--- config.mk ---
export PLATFORM = sky130hd
export DESIGN_NAME = pwm_capture_measure
export DESIGN_NICKNAME = d
export VERILOG_FILES = /design/src/hw/rtl/pcm_pkg.sv /design/src/hw/rtl/pwm_capture_measure.sv /design/src/hw/rtl/pcm_regs.sv /design/src/hw/rtl/pcm_div.sv
export SDC_FILE = /design/constraint.sdc
export NUM_CORES = 1
export LEC_CHECK = 0
export BUFFER_PORTS_ARGS = -buffer_cell sky130_fd_sc_hd__buf_2
export CORE_MARGIN = 2
export CORE_UTILIZATION = 25
export CTS_CLUSTER_SIZE = 25
export DETAILED_ROUTE_END_ITERATION = 6
export PLACE_DENSITY_LB_ADDON = 0.3
export SETUP_SLACK_MARGIN = 0.05
export SLEW_MARGIN = 20
export SYNTH_ARGS = -nofsm -noshare
export SYNTH_HDL_FRONTEND = slang
export SYNTH_SLANG_ARGS = --single-unit
--- constraint.sdc ---
create_clock -name clk -period 14.2 [get_ports clk]
set_input_delay 1.42 -clock clk [delete_from_list [all_inputs] [get_ports clk]]
set_output_delay 1.42 -clock clk [all_outputs]
set_load 0.02 [all_outputs]
--- src/hw/rtl/pcm_pkg.sv ---
// Shared types and constants for the PWM capture measurement block.
`timescale 1ns / 1ps
`default_nettype none
package pcm_pkg;

  localparam int TIME_W   = 16;
  localparam int PERIOD_W = 17;
  localparam int TPS_W    = 24;
  localparam int DUTY_W   = 7;
  localparam int PROD_W   = 23;
  localparam int QUOT_W   = 24;
  localparam int PADDR_W  = 3;
  localparam int PDATA_W  = 32;

  localparam logic [TPS_W-1:0]  TPS_RESET  = 24'd1000000;
  localparam logic [DUTY_W-1:0] DUTY_SCALE = 7'd100;

  // register index, taken from paddr[2]
  localparam logic REG_TPS = 1'b0;

  typedef enum logic [1:0] {
    OP_ARM     = 2'b00,
    OP_CAPTURE = 2'b01
  } op_code_t;

  typedef enum logic [3:0] {
    P_RISE1 = 4'b0001,
    P_FALL  = 4'b0010,
    P_RISE2 = 4'b0100,
    P_DONE  = 4'b1000
  } phase_t;

  typedef enum logic [4:0] {
    S_IDLE  = 5'b00001,
    S_CALC  = 5'b00010,
    S_START = 5'b00100,
    S_DUTY  = 5'b01000,
    S_FREQ  = 5'b10000
  } seq_state_t;

  typedef struct packed {
    logic start;
    logic done;
  } div_ctl_t;

endpackage
`default_nettype wire

--- src/hw/rtl/pwm_capture_measure.sv ---
// Top level: edge sequencing, divide sequencer and result register.
// After a completing rising edge the sequencer runs setup, start and two passes of the shared
//   divider (duty, then frequency); a zero period skips both passes.
// Input: a completing edge blocks input until its result is in the output register,
//   including any wait on out_ready; other items do not block input.
// Reset (rst, synchronous): waits for a first rising edge, output empty, tick rate 1000000.
`timescale 1ns / 1ps
`default_nettype none
module pwm_capture_measure
  import pcm_pkg::*;
(
  input  wire logic                clk,
  input  wire logic                rst,
  input  wire logic                psel,
  input  wire logic                penable,
  input  wire logic                pwrite,
  input  wire logic [PADDR_W-1:0]  paddr,
  input  wire logic [PDATA_W-1:0]  pwdata,
  output logic      [PDATA_W-1:0]  prdata,
  output logic                     pready,
  input  wire logic                in_valid,
  output logic                     in_ready,
  input  wire logic                operation,
  input  wire logic                edge_rising,
  input  wire logic [TIME_W-1:0]   capture_time,
  output logic                     out_valid,
  input  wire logic                out_ready,
  output logic      [DUTY_W-1:0]   duty_percent,
  output logic      [TPS_W-1:0]    frequency,
  output logic      [PERIOD_W-1:0] period_ticks,
  output logic      [TIME_W-1:0]   high_ticks,
  output logic                     status
);

  logic [TPS_W-1:0]    tps;
  seq_state_t          state;
  phase_t              phase;
  logic [TIME_W-1:0]   first_rise_time;
  logic [TIME_W-1:0]   fall_time;
  logic [TIME_W-1:0]   high_q;
  logic [TIME_W-1:0]   low_q;
  logic [PERIOD_W-1:0] period_q;
  logic [PROD_W-1:0]   prod_q;
  logic [DUTY_W-1:0]   duty_q;
  logic                in_acc;
  logic                out_free;
  logic                zero_period;
  logic                finish;
  logic                freq_done;
  div_ctl_t            div_ctl;
  logic [QUOT_W-1:0]   div_dividend;
  logic [QUOT_W-1:0]   div_quot;

  pcm_regs u_regs (
    .clk              (clk),
    .rst              (rst),
    .psel             (psel),
    .penable          (penable),
    .pwrite           (pwrite),
    .paddr            (paddr),
    .pwdata           (pwdata),
    .prdata           (prdata),
    .pready           (pready),
    .ticks_per_second (tps)
  );

  assign in_ready    = (state == S_IDLE);
  assign in_acc      = in_valid && in_ready;
  assign out_free    = !out_valid || out_ready;
  assign zero_period = (period_q == '0);

  assign div_ctl.start = ((state == S_START) && !zero_period) ||
                         ((state == S_DUTY) && div_ctl.done);
  assign div_dividend  = (state == S_START) ? {1'b0, prod_q} : tps;

  // result ready to hand off to the output register
  assign finish = (((state == S_START) && zero_period) ||
                   ((state == S_FREQ) && (div_ctl.done || freq_done))) && out_free;

  pcm_div u_div (
    .clk      (clk),
    .rst      (rst),
    .start    (div_ctl.start),
    .dividend (div_dividend),
    .divisor  (period_q),
    .done     (div_ctl.done),
    .quotient (div_quot)
  );

  always_ff @(posedge clk) begin
    if (rst) begin
      state           <= S_IDLE;
      phase           <= P_RISE1;
      first_rise_time <= '0;
      fall_time       <= '0;
      freq_done       <= 1'b0;
    end else begin
      // frequency quotient stays valid while the output register is held
      if (finish) begin
        freq_done <= 1'b0;
      end else if ((state == S_FREQ) && div_ctl.done) begin
        freq_done <= 1'b1;
      end
      unique case (state)
        S_IDLE: begin
          if (in_acc) begin
            if ({1'b0, operation} == OP_ARM) begin
              phase <= P_RISE1;
            end else begin
              unique case (phase)
                P_RISE1: begin
                  if (edge_rising) begin
                    first_rise_time <= capture_time;
                    phase           <= P_FALL;
                  end
                end
                P_FALL: begin
                  if (!edge_rising) begin
                    fall_time <= capture_time;
                    phase     <= P_RISE2;
                  end
                end
                P_RISE2: begin
                  if (edge_rising) begin
                    phase <= P_DONE;
                    state <= S_CALC;
                  end
                end
                P_DONE: begin
                end
                default: phase <= P_RISE1;
              endcase
            end
          end
        end
        S_CALC:  state <= S_START;
        S_START: begin
          if (!zero_period) begin
            state <= S_DUTY;
          end else if (finish) begin
            state <= S_IDLE;
          end
        end
        S_DUTY: begin
          if (div_ctl.done) begin
            state <= S_FREQ;
          end
        end
        S_FREQ: begin
          if (finish) begin
            state <= S_IDLE;
          end
        end
        default: state <= S_IDLE;
      endcase
    end
  end

  // datapath; frequency quotient is held by the divider until handoff
  always_ff @(posedge clk) begin
    if (in_acc) begin
      high_q <= fall_time - first_rise_time;
      low_q  <= capture_time - fall_time;
    end
    if (state == S_CALC) begin
      period_q <= {1'b0, high_q} + {1'b0, low_q};
      prod_q   <= PROD_W'(high_q) * PROD_W'(DUTY_SCALE);
    end
    if ((state == S_DUTY) && div_ctl.done) begin
      duty_q <= div_quot[DUTY_W-1:0];
    end
  end

  // output register; a held result stalls the sequencer at its last step
  always_ff @(posedge clk) begin
    if (rst) begin
      out_valid <= 1'b0;
    end else if (finish) begin
      out_valid <= 1'b1;
    end else if (out_ready) begin
      out_valid <= 1'b0;
    end
  end

  always_ff @(posedge clk) begin
    if (finish) begin
      if (zero_period) begin
        duty_percent <= '0;
        frequency    <= '0;
        period_ticks <= '0;
        high_ticks   <= '0;
        status       <= 1'b1;
      end else begin
        duty_percent <= duty_q;
        frequency    <= div_quot[TPS_W-1:0];
        period_ticks <= period_q;
        high_ticks   <= high_q;
        status       <= 1'b0;
      end
    end
  end

`ifndef SYNTHESIS
  a_zero_fields : assert property (@(posedge clk) disable iff (rst)
    out_valid && status |-> (duty_percent == '0) && (frequency == '0) &&
                            (period_ticks == '0) && (high_ticks == '0))
    else $error("zero-period result carries nonzero fields");

  a_duty_range : assert property (@(posedge clk) disable iff (rst)
    out_valid && !status |-> (duty_percent <= DUTY_SCALE))
    else $error("duty above full scale");

  a_div_owner : assert property (@(posedge clk) disable iff (rst)
    div_ctl.done |-> (state == S_DUTY) || (state == S_FREQ))
    else $error("divider finished outside a divide step");

  a_duty_to_freq : assert property (@(posedge clk) disable iff (rst)
    (state == S_DUTY) && div_ctl.done |=> (state == S_FREQ))
    else $error("frequency divide not started after duty");

  a_busy_blocks_input : assert property (@(posedge clk) disable iff (rst)
    (state == S_DUTY) |-> !in_ready && (phase == P_DONE))
    else $error("input open during divide");
`endif

endmodule
`default_nettype wire

--- src/hw/rtl/pcm_regs.sv ---
// APB configuration register file: timer tick rate.
`timescale 1ns / 1ps
`default_nettype none
module pcm_regs
  import pcm_pkg::*;
(
  input  wire logic               clk,
  input  wire logic               rst,
  input  wire logic               psel,
  input  wire logic               penable,
  input  wire logic               pwrite,
  input  wire logic [PADDR_W-1:0] paddr,
  input  wire logic [PDATA_W-1:0] pwdata,
  output logic      [PDATA_W-1:0] prdata,
  output logic                    pready,
  output logic      [TPS_W-1:0]   ticks_per_second
);

  logic wr_en;

  assign pready = 1'b1;
  assign wr_en  = psel && penable && pwrite && (paddr[2] == REG_TPS);

  always_ff @(posedge clk) begin
    if (rst) begin
      ticks_per_second <= TPS_RESET;
    end else if (wr_en) begin
      ticks_per_second <= pwdata[TPS_W-1:0];
    end
  end

  assign prdata = (paddr[2] == REG_TPS) ?
                  {{(PDATA_W-TPS_W){1'b0}}, ticks_per_second} : '0;

endmodule
`default_nettype wire

--- src/hw/rtl/pcm_div.sv ---
// Shared restoring divider, one quotient bit per cycle.
`timescale 1ns / 1ps
`default_nettype none
module pcm_div
  import pcm_pkg::*;
(
  input  wire logic                clk,
  input  wire logic                rst,
  input  wire logic                start,
  input  wire logic [QUOT_W-1:0]   dividend,
  input  wire logic [PERIOD_W-1:0] divisor,
  output logic                     done,
  output logic      [QUOT_W-1:0]   quotient
);

  localparam int CNT_W = $clog2(QUOT_W);
  localparam logic [CNT_W-1:0] CNT_LAST = CNT_W'(QUOT_W - 1);

  logic                busy;
  logic [CNT_W-1:0]    cnt;
  logic [PERIOD_W-1:0] rem;
  logic [PERIOD_W:0]   trial;
  logic                q_bit;

  assign trial = {rem, quotient[QUOT_W-1]} - {1'b0, divisor};
  assign q_bit = ~trial[PERIOD_W] | rem[PERIOD_W-1];

  always_ff @(posedge clk) begin
    if (rst) begin
      busy <= 1'b0;
      done <= 1'b0;
      cnt  <= '0;
    end else begin
      done <= busy && (cnt == CNT_LAST);
      if (start) begin
        busy <= 1'b1;
        cnt  <= '0;
      end else if (busy) begin
        cnt <= cnt + 1'b1;
        if (cnt == CNT_LAST) begin
          busy <= 1'b0;
        end
      end
    end
  end

  // quotient bits shift in where dividend bits shift out
  always_ff @(posedge clk) begin
    if (start) begin
      rem      <= '0;
      quotient <= dividend;
    end else if (busy) begin
      rem      <= q_bit ? trial[PERIOD_W-1:0] : {rem[PERIOD_W-2:0], quotient[QUOT_W-1]};
      quotient <= {quotient[QUOT_W-2:0], q_bit};
    end
  end

endmodule
`default_nettype wire

==> results of run 1 <==
==> cells by family (layout without fill, tap and decap cells) <==
group / count (synthesis) / count (layout)
and+or+nand+nor: 455 / 455
AOI/OAI and AO/OA: 270 / 270
DFF: 257 / 257
buffers and inverters: 195 / 331
adders and majority gates: 132 / 132
xor gates and xnor gates: 61 / 61
muxes: 49 / 49
other: 2 / 11
==> Yosys cell counts (all sizes together) (13+ instances only) <==
master	number	area share, %
nor3	20	0.69
o21a	24	1.2
buf	24	1.1
nand3b	21	1.1
xor2	19	1.2
inv	119	3.1
nand2b	13	0.56
a21oi	78	2.7
clkbuf	52	1.4
ha	117	10
nor2	131	3.4
nand2	127	3.3
nand3	16	0.56
mux2i	47	3.3
nor2b	75	3.3
fa	15	2.1
o21ai	54	1.9
xnor2	42	2.6
a31oi	29	1.3
a21o	14	0.73
dfxtp	91	13
edfxtp	166	35
nand4	13	0.56
==> area by class of cell <==
type                            count  area, sq um
Clock buffer                       53         1110
Multi-Input combinational cell    976         6870
Tap cell                          765          957
Clock inverter                      9         68.8
Sequential cell                   257         6810
Fill cell                        5946        40300
Antenna cell                        2         5.00
Timing Repair Buffer              150          783
Inverter                          119          447
==> worst paths after layout <==
kind | startpoint | end | depth (start not counted)
worst max-delay path | period_q[11] | period_ticks[1] | 7
worst min-delay path | u_regs.ticks_per_second[8] | u_regs.ticks_per_second[8] | 2
worst max register to register | period_q[11] | period_ticks[1] | 7
worst min register to register | u_regs.ticks_per_second[8] | u_regs.ticks_per_second[8] | 2
==> routing by layer <==
metal / routed length [microns] / GRT usage (%) / up-vias
met5: 14 / 0 / -
met4: 816 / 3.84 / 4
met3: 1310 / 2.30 / 52
met2: 16700 / 19.7 / 153
met1: 16500 / 15.2 / 4832
li1: - / - / 5190
==> state kept, by name, indices dropped and copies added (netlist names) <==
name	flops
duty_percent	7
high_ticks	16
u_div.quotient	24
u_div.busy	1
period_ticks	17
u_regs.ticks_per_second	24
out_valid	1
prod_q	21
u_div.cnt	5
phase	4
freq_done	1
first_rise_time	16
status	1
u_div.rem	17
state	5
u_div.done	1
frequency	24
high_q	16
period_q	17
duty_q	7
fall_time	16
low_q	16
==> critical path: cells and delay by family, from the launching register on <==
family | cells | cell delay, ps
AOI/OAI and AO/OA | 1 | 270
and+or+nand+nor | 4 | 1640
buffers and inverters | 2 | 1150
DFF | 1 | 490
==> layout by cell type, fill, tap and decap left out, drive strengths merged, types with 24 or more instances in the layout <==
cell	instances
ha	117
buf	150
a21oi	78
o21a	24
clkbuf	53
dfxtp	91
nor2b	75
inv	119
o21ai	54
nand2	127
nor2	131
xnor2	42
a31oi	29
edfxtp	166
mux2i	47
==> through the flow <==
stage,instances,instance area (sq um)
after floorplan,1428,14400
after global placement,2265,15800
after detailed placement,2265,15800
after CTS,2327,17000
after global routing,2331,17000
final,2331,17000
==> power by group through the flow <==
stage                     clock network [mW]  logic [mW]  registers, mW
after floorplan                            0       0.424          0.872
after global placement                     0       0.513          0.886
after detailed placement                   0       0.523          0.886
after CTS                              0.908       0.527          0.871
after global routing                   0.935       0.609          0.873
final                                  0.880       0.523          0.870
==> results.sh, run 1 <==
export IMPL_die_area_sq_um=59600
export IMPL_numCtsBuffers=34
export IMPL_muxShareOfSynthArea_pct=3.44
export IMPL_grt_overflow_total=0
export IMPL_vias_per_cell=4.39
export IMPL_die_height_microns=244
export IMPL_grt_pass1_wl_mm=55.8
export IMPL_hold_viol=0
export IMPL_grt_pass1_vias=10210
export IMPL_avgSynthCellArea_sq_um=10.1
export IMPL_p_comb_share_pct=23.0
export IMPL_clock_skew_ps=22.2
export IMPL_drive_gt1_share_pct=14.3
export IMPL_wl_per_cell_microns=15.2
export IMPL_ant_nets=0
export IMPL_synthAdderAreaFrac_pct=12.2
export IMPL_dr_first_iter_drc_count=513
export IMPL_synth_enable_flop_cells=166
export IMPL_syn_area_sq_um=14400
export IMPL_fmax_mhz=251
export IMPL_dr_pass1_iters=7
export IMPL_post_cts_resized=0
export IMPL_yosysWarningCount=0
export IMPL_grtUsageTotal_pct=11.8
export IMPL_crit_slowest_cell="nor2_4"
export IMPL_swShare_pct=28.1
export IMPL_p_sw_uw=640
export IMPL_layout_setup_ws_ps=10210
export IMPL_initial_core_util_pct=25.1
export IMPL_cap_viol_max_count=0
export IMPL_drv_slew=0
export IMPL_rows=88
export IMPL_max_slew_margin_pct=30.1
export IMPL_vdd_ir_drop_worst_v=0.0000584
export IMPL_final_setup_tns_ps=0
export IMPL_place_congestion=0.801
export IMPL_clkPwrFrac_pct=38.7
export IMPL_setup_viol=0
export IMPL_start_kind="register"
export IMPL_cts_sinks=257
export IMPL_dieWidth_microns=244
export IMPL_synth_xor_area_share_pct=3.70
export IMPL_worst_pin_slew_ps=1040
export IMPL_ctsHoldBuffers=0
export IMPL_powerDensity_nw_per_um2=133
export IMPL_cts_tree="built"
export IMPL_seq_area_frac_synth_pct=47.2
export IMPL_timing_final_crit_share_pct=28.1
export IMPL_grt_max_degree=73
export IMPL_root_buffer="clkbuf_16"
export IMPL_timing_hold_ws_ps=469
export IMPL_p_leak_nw=6.97
export IMPL_endpoint_kind="register"
export IMPL_antenna_found_initial=4
export IMPL_seq_power_share_pct=38.3
export IMPL_cpPeakStageDelay_ps=790
export IMPL_wl_mm=35.4
export IMPL_hp_class="register to register"
export IMPL_synth_top_family_by_area="simple AND/OR/NAND/NOR gates"
export IMPL_clkLatencyLatePin_ps=530
export IMPL_yosys_area_share_simple_pct=15.5
export IMPL_synthToLayoutAreaGrowth_pct=18.2
export IMPL_r2r_setup_slack_ps=10210
export IMPL_coreArea_sq_um=57400
export IMPL_syn_inst=1421
export IMPL_cp_common_cell="buf_4"
export IMPL_rsz0062_at_grt="no"
export IMPL_cp_arrival_ps=4150
export IMPL_synthArstFlopShare_pct=0
export IMPL_synth_cell_types=76
export IMPL_port_buffers=140
export IMPL_worst_path_max_fanout=53
export IMPL_synthFlopType="edfxtp_1"
export IMPL_postCtsSetupRepairBufs=0
export IMPL_status="complete, no violations"
export IMPL_dr_total_vias=10231
export IMPL_io_pins=160
export IMPL_crit_type="register to register"
export IMPL_required_ps=14360
export IMPL_p_int_mw=1.63
export IMPL_finalPower_mw=2.27
export IMPL_dpl_hpwl_mm=26.4
export IMPL_nets=1730
export IMPL_cts_clk_slew_worst_paths_ps=60
export IMPL_drc=0
export IMPL_max_clock_path_buffers=3
export IMPL_dp_slack_ps=9980
export IMPL_synth_compound_area_share_pct=12.3
export IMPL_crit_chain="nor4_1, nand4_1, nor4_4, buf_4, a21oi_1, nor2_4, buf_4"
export IMPL_period_minus_slack_ps=3990
export IMPL_final_core_util_pct=29.7
export IMPL_ctsHtreeMaxLevel=2
export IMPL_ys_ff_latch=257
Power figures use the tool's default switching activity.
==> inputs of run 2 (changes only) <==
--- a/config.mk
+++ b/config.mk
@@ -5,6 +5,7 @@
 export SDC_FILE = /design/constraint.sdc
 export NUM_CORES = 1
 export LEC_CHECK = 0
+export ABC_AREA = 1
 export BUFFER_PORTS_ARGS = -buffer_cell sky130_fd_sc_hd__buf_2
 export CORE_MARGIN = 2
 export CORE_UTILIZATION = 25
==> constraint.sdc (replaced) <==
create_clock -name clk -period 3.5 [get_ports clk]
set_input_delay 0.35 -clock clk [delete_from_list [all_inputs] [get_ports clk]]
set_output_delay 0.35 -clock clk [all_outputs]
set_load 0.02 [all_outputs]
==> run 2 against run 1 <==
Sequential power grew to 4.7 times the previous value; global-route usage grew 0.47 points; total power rose to 5.7 times the previous value; utilization is 0.26 points lower; count of clock-buffer cells in the layout down 7; design area grew 1.6%; die area up 2.8%.
==> results.sh, run 2 <==
export IMPL_synthFlopType="edfxtp_1"
export IMPL_ys_ff_latch=257
export IMPL_cts_sinks=257
export IMPL_drc=0
export IMPL_hold_viol=0
export IMPL_grtUsageTotal_pct=12.2
export IMPL_wl_mm=38.2
export IMPL_wl_per_cell_microns=14.4
export IMPL_synthArstFlopShare_pct=0
export IMPL_rows=89
export IMPL_worst_pin_slew_ps=1000
export IMPL_dp_slack_ps=279
export IMPL_synth_most_common_cell="inv_1"
export IMPL_most_common_layout_cells="inv_1, nand2_1, edfxtp_1"
export IMPL_reg2regPathDepth=12
export IMPL_p_leak_nw=7.93
export IMPL_nets=2043
export IMPL_cp_depth=12
export IMPL_cp_common_cell="ha_1"
export IMPL_antenna_found_initial=1
export IMPL_crit_slowest_cell="edfxtp_1"
export IMPL_coreArea_sq_um=58800
export IMPL_cpPeakStageDelay_ps=510
export IMPL_synth_enable_flop_cells=166
export IMPL_initial_core_util_pct=25.2
export IMPL_vdd_ir_drop_worst_v=0.000467
export IMPL_synthTopCellsByCount="inv_1, nand2_1, edfxtp_1"
export IMPL_clock_skew_ps=40.9
export IMPL_synthTopCellsByArea="edfxtp_1, dfxtp_1, ha_1"
export IMPL_final_core_util_pct=29.5
export IMPL_grt_pass1_vias=10917
export IMPL_numCtsBuffers=30
export IMPL_place_congestion=0.856
export IMPL_grt_max_degree=49
export IMPL_yosysWarningCount=0
export IMPL_dpl_hpwl_mm=29.9
export IMPL_syn_inst=1716
export IMPL_postPlaceCellArea_sq_um=16300
export IMPL_max_slew_margin_pct=33.1
export IMPL_die_height_microns=248
export IMPL_multi_input_area_sq_um=6550
export IMPL_ctsHtreeMaxLevel=1
export IMPL_dieWidth_microns=248
export IMPL_reg_top3="frequency (24), u_div.quotient (24), u_regs.ticks_per_second (24)"
export IMPL_synth_cell_types=43
export IMPL_ant_nets=0
export IMPL_cp_arrival_ps=3510
export IMPL_vias_per_cell=4.34
export IMPL_synth_top_area_cell="edfxtp_1"
export IMPL_r2r_end="prod_q[15]"
export IMPL_cts_clk_slew_worst_paths_ps=60
export IMPL_final_setup_tns_ps=0
export IMPL_nFillCells=6276
export IMPL_critPathBufInv=2
export IMPL_endpoint_kind="register"
export IMPL_seq_area_frac_synth_pct=45.9
export IMPL_crit_path_start="high_q[6]"
export IMPL_rsz0062_at_grt="no"
export IMPL_syn_area_sq_um=14800
export IMPL_cts_tree="built"
export IMPL_worstSetupEndpoint="prod_q[15]"
export IMPL_fin_area_sq_um=17300
export IMPL_avgSynthCellArea_sq_um=8.64
export IMPL_crit_chain="ha_1, ha_1, inv_1, fa_1, inv_1, ha_1, a21oi_1, a21boi_0, nand2_1, nand3_1, nand2_1, xor2_1"
export IMPL_synth_top_cell_area_share_pct=33.6
export IMPL_root_buffer="clkbuf_16"
export IMPL_clkLatencyLatePin_ps=600
export IMPL_port_buffers=140
export IMPL_status="complete, no violations"
export IMPL_fmax_mhz=315
export IMPL_synthToLayoutAreaGrowth_pct=16.8
export IMPL_r2r_setup_slack_ps=330
export IMPL_io_pins=160
export IMPL_die_area_sq_um=61300
export IMPL_max_clock_path_buffers=3
export IMPL_grt_overflow_total=0
export IMPL_cap_viol_max_count=0
export IMPL_dr_first_iter_drc_count=597
export IMPL_drive_gt1_share_pct=11.8
export IMPL_powerDensity_nw_per_um2=751
export IMPL_postCtsSetupRepairBufs=0
export IMPL_timing_rr_start="high_q[6]"
export IMPL_dr_total_vias=11507
export IMPL_drv_slew=0
export IMPL_period_minus_slack_ps=3170
export IMPL_layout_setup_ws_ps=328
export IMPL_grt_pass1_wl_mm=59.6
export IMPL_timing_final_crit_share_pct=90.6
export IMPL_hp_class="input port to register"
export IMPL_start_kind="register"
export IMPL_dr_pass1_iters=5
export IMPL_finalPower_mw=13.0
export IMPL_worst_path_max_fanout=5
export IMPL_final_common_cell="inv_1"
export IMPL_required_ps=3840
export IMPL_crit_family="adder cells"
export IMPL_ff_latch_area_sq_um=6810
export IMPL_setup_viol=0
export IMPL_crit_type="register to register"
-- run 2: changes by cell type after synthesis, moves of 45 or more --
cell     before  now
inv_1       119  304
nor2b_1      75    0
o21ai_0      51   96
a21oi_1      77  128
nand2_1     127  299
nand3_1      16   85
mux2i_1      47    0
-- run 2: report_power, final --
part,internal [mW],switching [mW],leakage (nW)
Combinational,2.19,3.69,5.21
Sequential,3.87,0.209,2.26
Clock,1.74,1.30,0.458
Total,7.80,5.20,7.93
-- run 2: worst min-delay path by stage --
| stage | start | endpoint | slack [ps] | cells after the start |
|---|---|---|---|---|
| 6_report | capture_time[15] | first_rise_time[15] | 30 | 3 |
| 5_1_grt | capture_time[15] | first_rise_time[15] | 20 | 3 |
| 4_1_cts | capture_time[15] | first_rise_time[15] | 1 | 3 |
| 3_5_place_dp | u_div.quotient[1] | duty_q[1] | 430 | 0 |
| 3_3_place_gp | u_div.quotient[3] | duty_q[3] | 430 | 0 |
| 2_1_floorplan | u_div.quotient[0] | duty_q[0] | 430 | 0 |
-- run 2: per-layer routing --
layer	wire (microns)	global-route usage, %	up-vias
met4	683	2.73	0
met3	2060	1.68	44
met2	17600	20.2	238
li1	-	-	5883
met1	17900	16.9	5342
met5	0	0	-
-- run 2: tightest hold or removal path: stages --
cell and delay, ps:
buf_2 120, inv_1 60, a21oi_1 50
-- run 2: logic make-up (layout without fill, tap and decap cells) --
group,Yosys count,after routing,share of synthesized area (%)
xor+xnor,62,62,3.66
buf+inv,372,524,10.2
simple gates,592,592,17.3
compound gates,299,299,11.0
flops,257,257,45.9
fa+ha+maj,132,132,11.9
other cells,2,10,0.0507
-- run 2: through the flow --
stage          instances  hold WS (ps)
6_report            2649          33.0
5_1_grt             2648          24.4
4_1_cts             2648          1.11
3_5_place_dp        2585           435
3_3_place_gp        2585           432
2_1_floorplan       1723           426
-- run 2: area by class of cell --
type	instances	share of cell area, %
timing repair buffer	161	5.13
sequential	257	39.3
antenna	1	0.0144
clock inverter	10	0.650
multi-input combinational	1094	37.8
inverter	307	6.65
tap	773	5.58
clock buffer	46	4.86
-- run 2: repair_timing --
action | CTS | global route
resized for setup | 0 | 1
endpoints found under the setup margin | 0 | 1
hold endpoints to repair | 7 | 0
hold buffers | 7 | 0
==> inputs of run 3 (changes only) <==
--- a/config.mk
+++ b/config.mk
@@ -6,9 +6,9 @@
 export NUM_CORES = 1
 export LEC_CHECK = 0
 export ABC_AREA = 1
-export BUFFER_PORTS_ARGS = -buffer_cell sky130_fd_sc_hd__buf_2
+export BUFFER_PORTS_ARGS = -buffer_cell sky130_fd_sc_hd__clkbuf_2
 export CORE_MARGIN = 2
-export CORE_UTILIZATION = 25
+export CORE_UTILIZATION = 45
 export CTS_CLUSTER_SIZE = 25
 export DETAILED_ROUTE_END_ITERATION = 6
 export PLACE_DENSITY_LB_ADDON = 0.3
==> constraint.sdc (replaced) <==
create_clock -name clk -period 3.6 [get_ports clk]
set_input_delay 0.36 -clock clk [delete_from_list [all_inputs] [get_ports clk]]
set_output_delay 0.36 -clock clk [all_outputs]
set_load 0.02 [all_outputs]
==> run 3 against run 2 <==
Combinational power fell by 3.9%; largest cell class unchanged; highest routed layer is now met5; critical path type unchanged; largest power group unchanged; register-to-register slack improved by 70 ps; global-route usage rose by 7.6 points; sequential share of layout area rose by 0.94 points.
==> results.sh, run 3 (synthesis results as in run 2) <==
export IMPL_status="complete, no violations"
export IMPL_grt_overflow_total=0
export IMPL_cts_sinks=257
export IMPL_post_cts_resized=0
export IMPL_grt_max_degree=57
export IMPL_dr_first_iter_drc_count=650
export IMPL_rows=66
export IMPL_fmax_mhz=312
export IMPL_drc=0
export IMPL_hold_viol=0
export IMPL_initial_core_util_pct=45.7
export IMPL_max_clock_path_buffers=3
export IMPL_worst_path_max_fanout=5
export IMPL_most_common_layout_cells="inv_1, nand2_1, edfxtp_1"
export IMPL_cap_viol_max_count=0
export IMPL_worst_pin_slew_ps=949
export IMPL_die_height_microns=186
export IMPL_cpPeakStageDelay_ps=520
export IMPL_vdd_ir_drop_worst_v=0.000617
export IMPL_coreArea_sq_um=32500
export IMPL_antenna_found_initial=1
export IMPL_grt_pass1_wl_mm=54.5
export IMPL_setup_viol=0
export IMPL_vias_per_cell=5.01
export IMPL_cts_tree="built"
export IMPL_cp_arrival_ps=3540
export IMPL_final_common_cell="inv_1"
export IMPL_grtUsageTotal_pct=19.9
export IMPL_timing_final_crit_share_pct=89.0
export IMPL_hp_class="input port to register"
export IMPL_synthToLayoutAreaGrowth_pct=14.1
export IMPL_dpl_hpwl_mm=25.9
export IMPL_p_leak_nw=7.94
export IMPL_powerDensity_nw_per_um2=747
export IMPL_required_ps=3930
export IMPL_crit_chain="ha_1, ha_1, inv_1, fa_1, inv_1, ha_1, nand2_1, nand2_1, inv_1, o21ai_0, inv_1, nand2_1, nand3_1, nand3b_1, nand2_1"
export IMPL_dr_pass1_iters=5
export IMPL_nets=2039
export IMPL_nFillCells=3033
export IMPL_die_area_sq_um=34400
export IMPL_io_pins=160
export IMPL_drive_gt1_share_pct=12.1
export IMPL_clock_skew_ps=23.6
export IMPL_ctsHoldBuffers=7
export IMPL_start_kind="register"
export IMPL_wl_per_cell_microns=14.7
export IMPL_reg_top3="frequency (24), u_div.quotient (24), u_regs.ticks_per_second (24)"
export IMPL_ctsHtreeMaxLevel=1
export IMPL_wl_mm=34.0
export IMPL_diodes=0
export IMPL_postCtsSetupRepairBufs=0
export IMPL_root_buffer="clkbuf_16"
export IMPL_crit_type="register to register"
export IMPL_grt_pass1_vias=10910
export IMPL_clkLatencyLatePin_ps=570
export IMPL_crit_slowest_cell="edfxtp_1"
export IMPL_place_congestion=0.896
export IMPL_endpoint_kind="register"
export IMPL_rsz0062_at_grt="no"
export IMPL_ant_nets=0
export IMPL_cts_clk_slew_worst_paths_ps=60
export IMPL_max_slew_margin_pct=36.5
export IMPL_port_buffers=140
export IMPL_period_minus_slack_ps=3200
export IMPL_dieWidth_microns=186
export IMPL_final_setup_tns_ps=0
export IMPL_drv_slew=0
export IMPL_timing_hold_ws_ps=68.1
export IMPL_dr_total_vias=11585
export IMPL_numCtsBuffers=30
[run 3: stage by stage]
stage	instances	setup slack [ps]	area, sq um	power, mW	util (%)
6_report	2313	396	16900	12.6	52.1
2_1_floorplan	1723	698	14900	8.32	-
3_3_place_gp	2250	425	15900	9.64	48.9
3_5_place_dp	2250	386	15900	9.71	48.9
5_1_grt	2313	196	16900	13.7	52.1
4_1_cts	2313	386	16900	12.7	52.1
[run 3: area by class of cell]
cell class	instances	area, sq um	share of cell area, %
sequential	257	6810	40.2
inverter	307	1150	6.81
multi-input combinational	1094	6550	38.7
clock inverter	22	218	1.29
timing repair buffer	157	871	5.15
clock buffer	34	766	4.53
tap	442	553	3.27
[run 3: final timing paths]
path,start,endpoint,slack (ps),cells past startpoint
worst max-delay path,high_q[6],prod_q[22],400,15
worst max register to register,high_q[6],prod_q[22],400,15
worst min register to register,u_div.quotient[6],duty_q[6],450,0
worst min-delay path,capture_time[6],first_rise_time[6],70,3
[run 3: worst max-delay path, delay by kind of cell (launching register included)]
kind	cells	cell delay [ps]
fa+ha+maj	4	1460
flops	1	520
simple gates	6	520
compound gates	1	250
buf+inv	4	210
[run 3: routing by layer]
metal	vias up	track usage, %	wire length [microns]
met1	5378	27.4	15600
met4	2	4.92	707
li1	5883	-	-
met2	278	32.9	15700
met3	44	3.05	1930
met5	-	0	16
[run 3: where the power goes]
part | switching (mW) | total (mW) | internal, mW | leakage [nW]
clock | 1.28 | 2.98 | 1.70 | 0.463
sequential | 0.223 | 3.98 | 3.76 | 2.26
combinational | 3.53 | 5.66 | 2.13 | 5.22
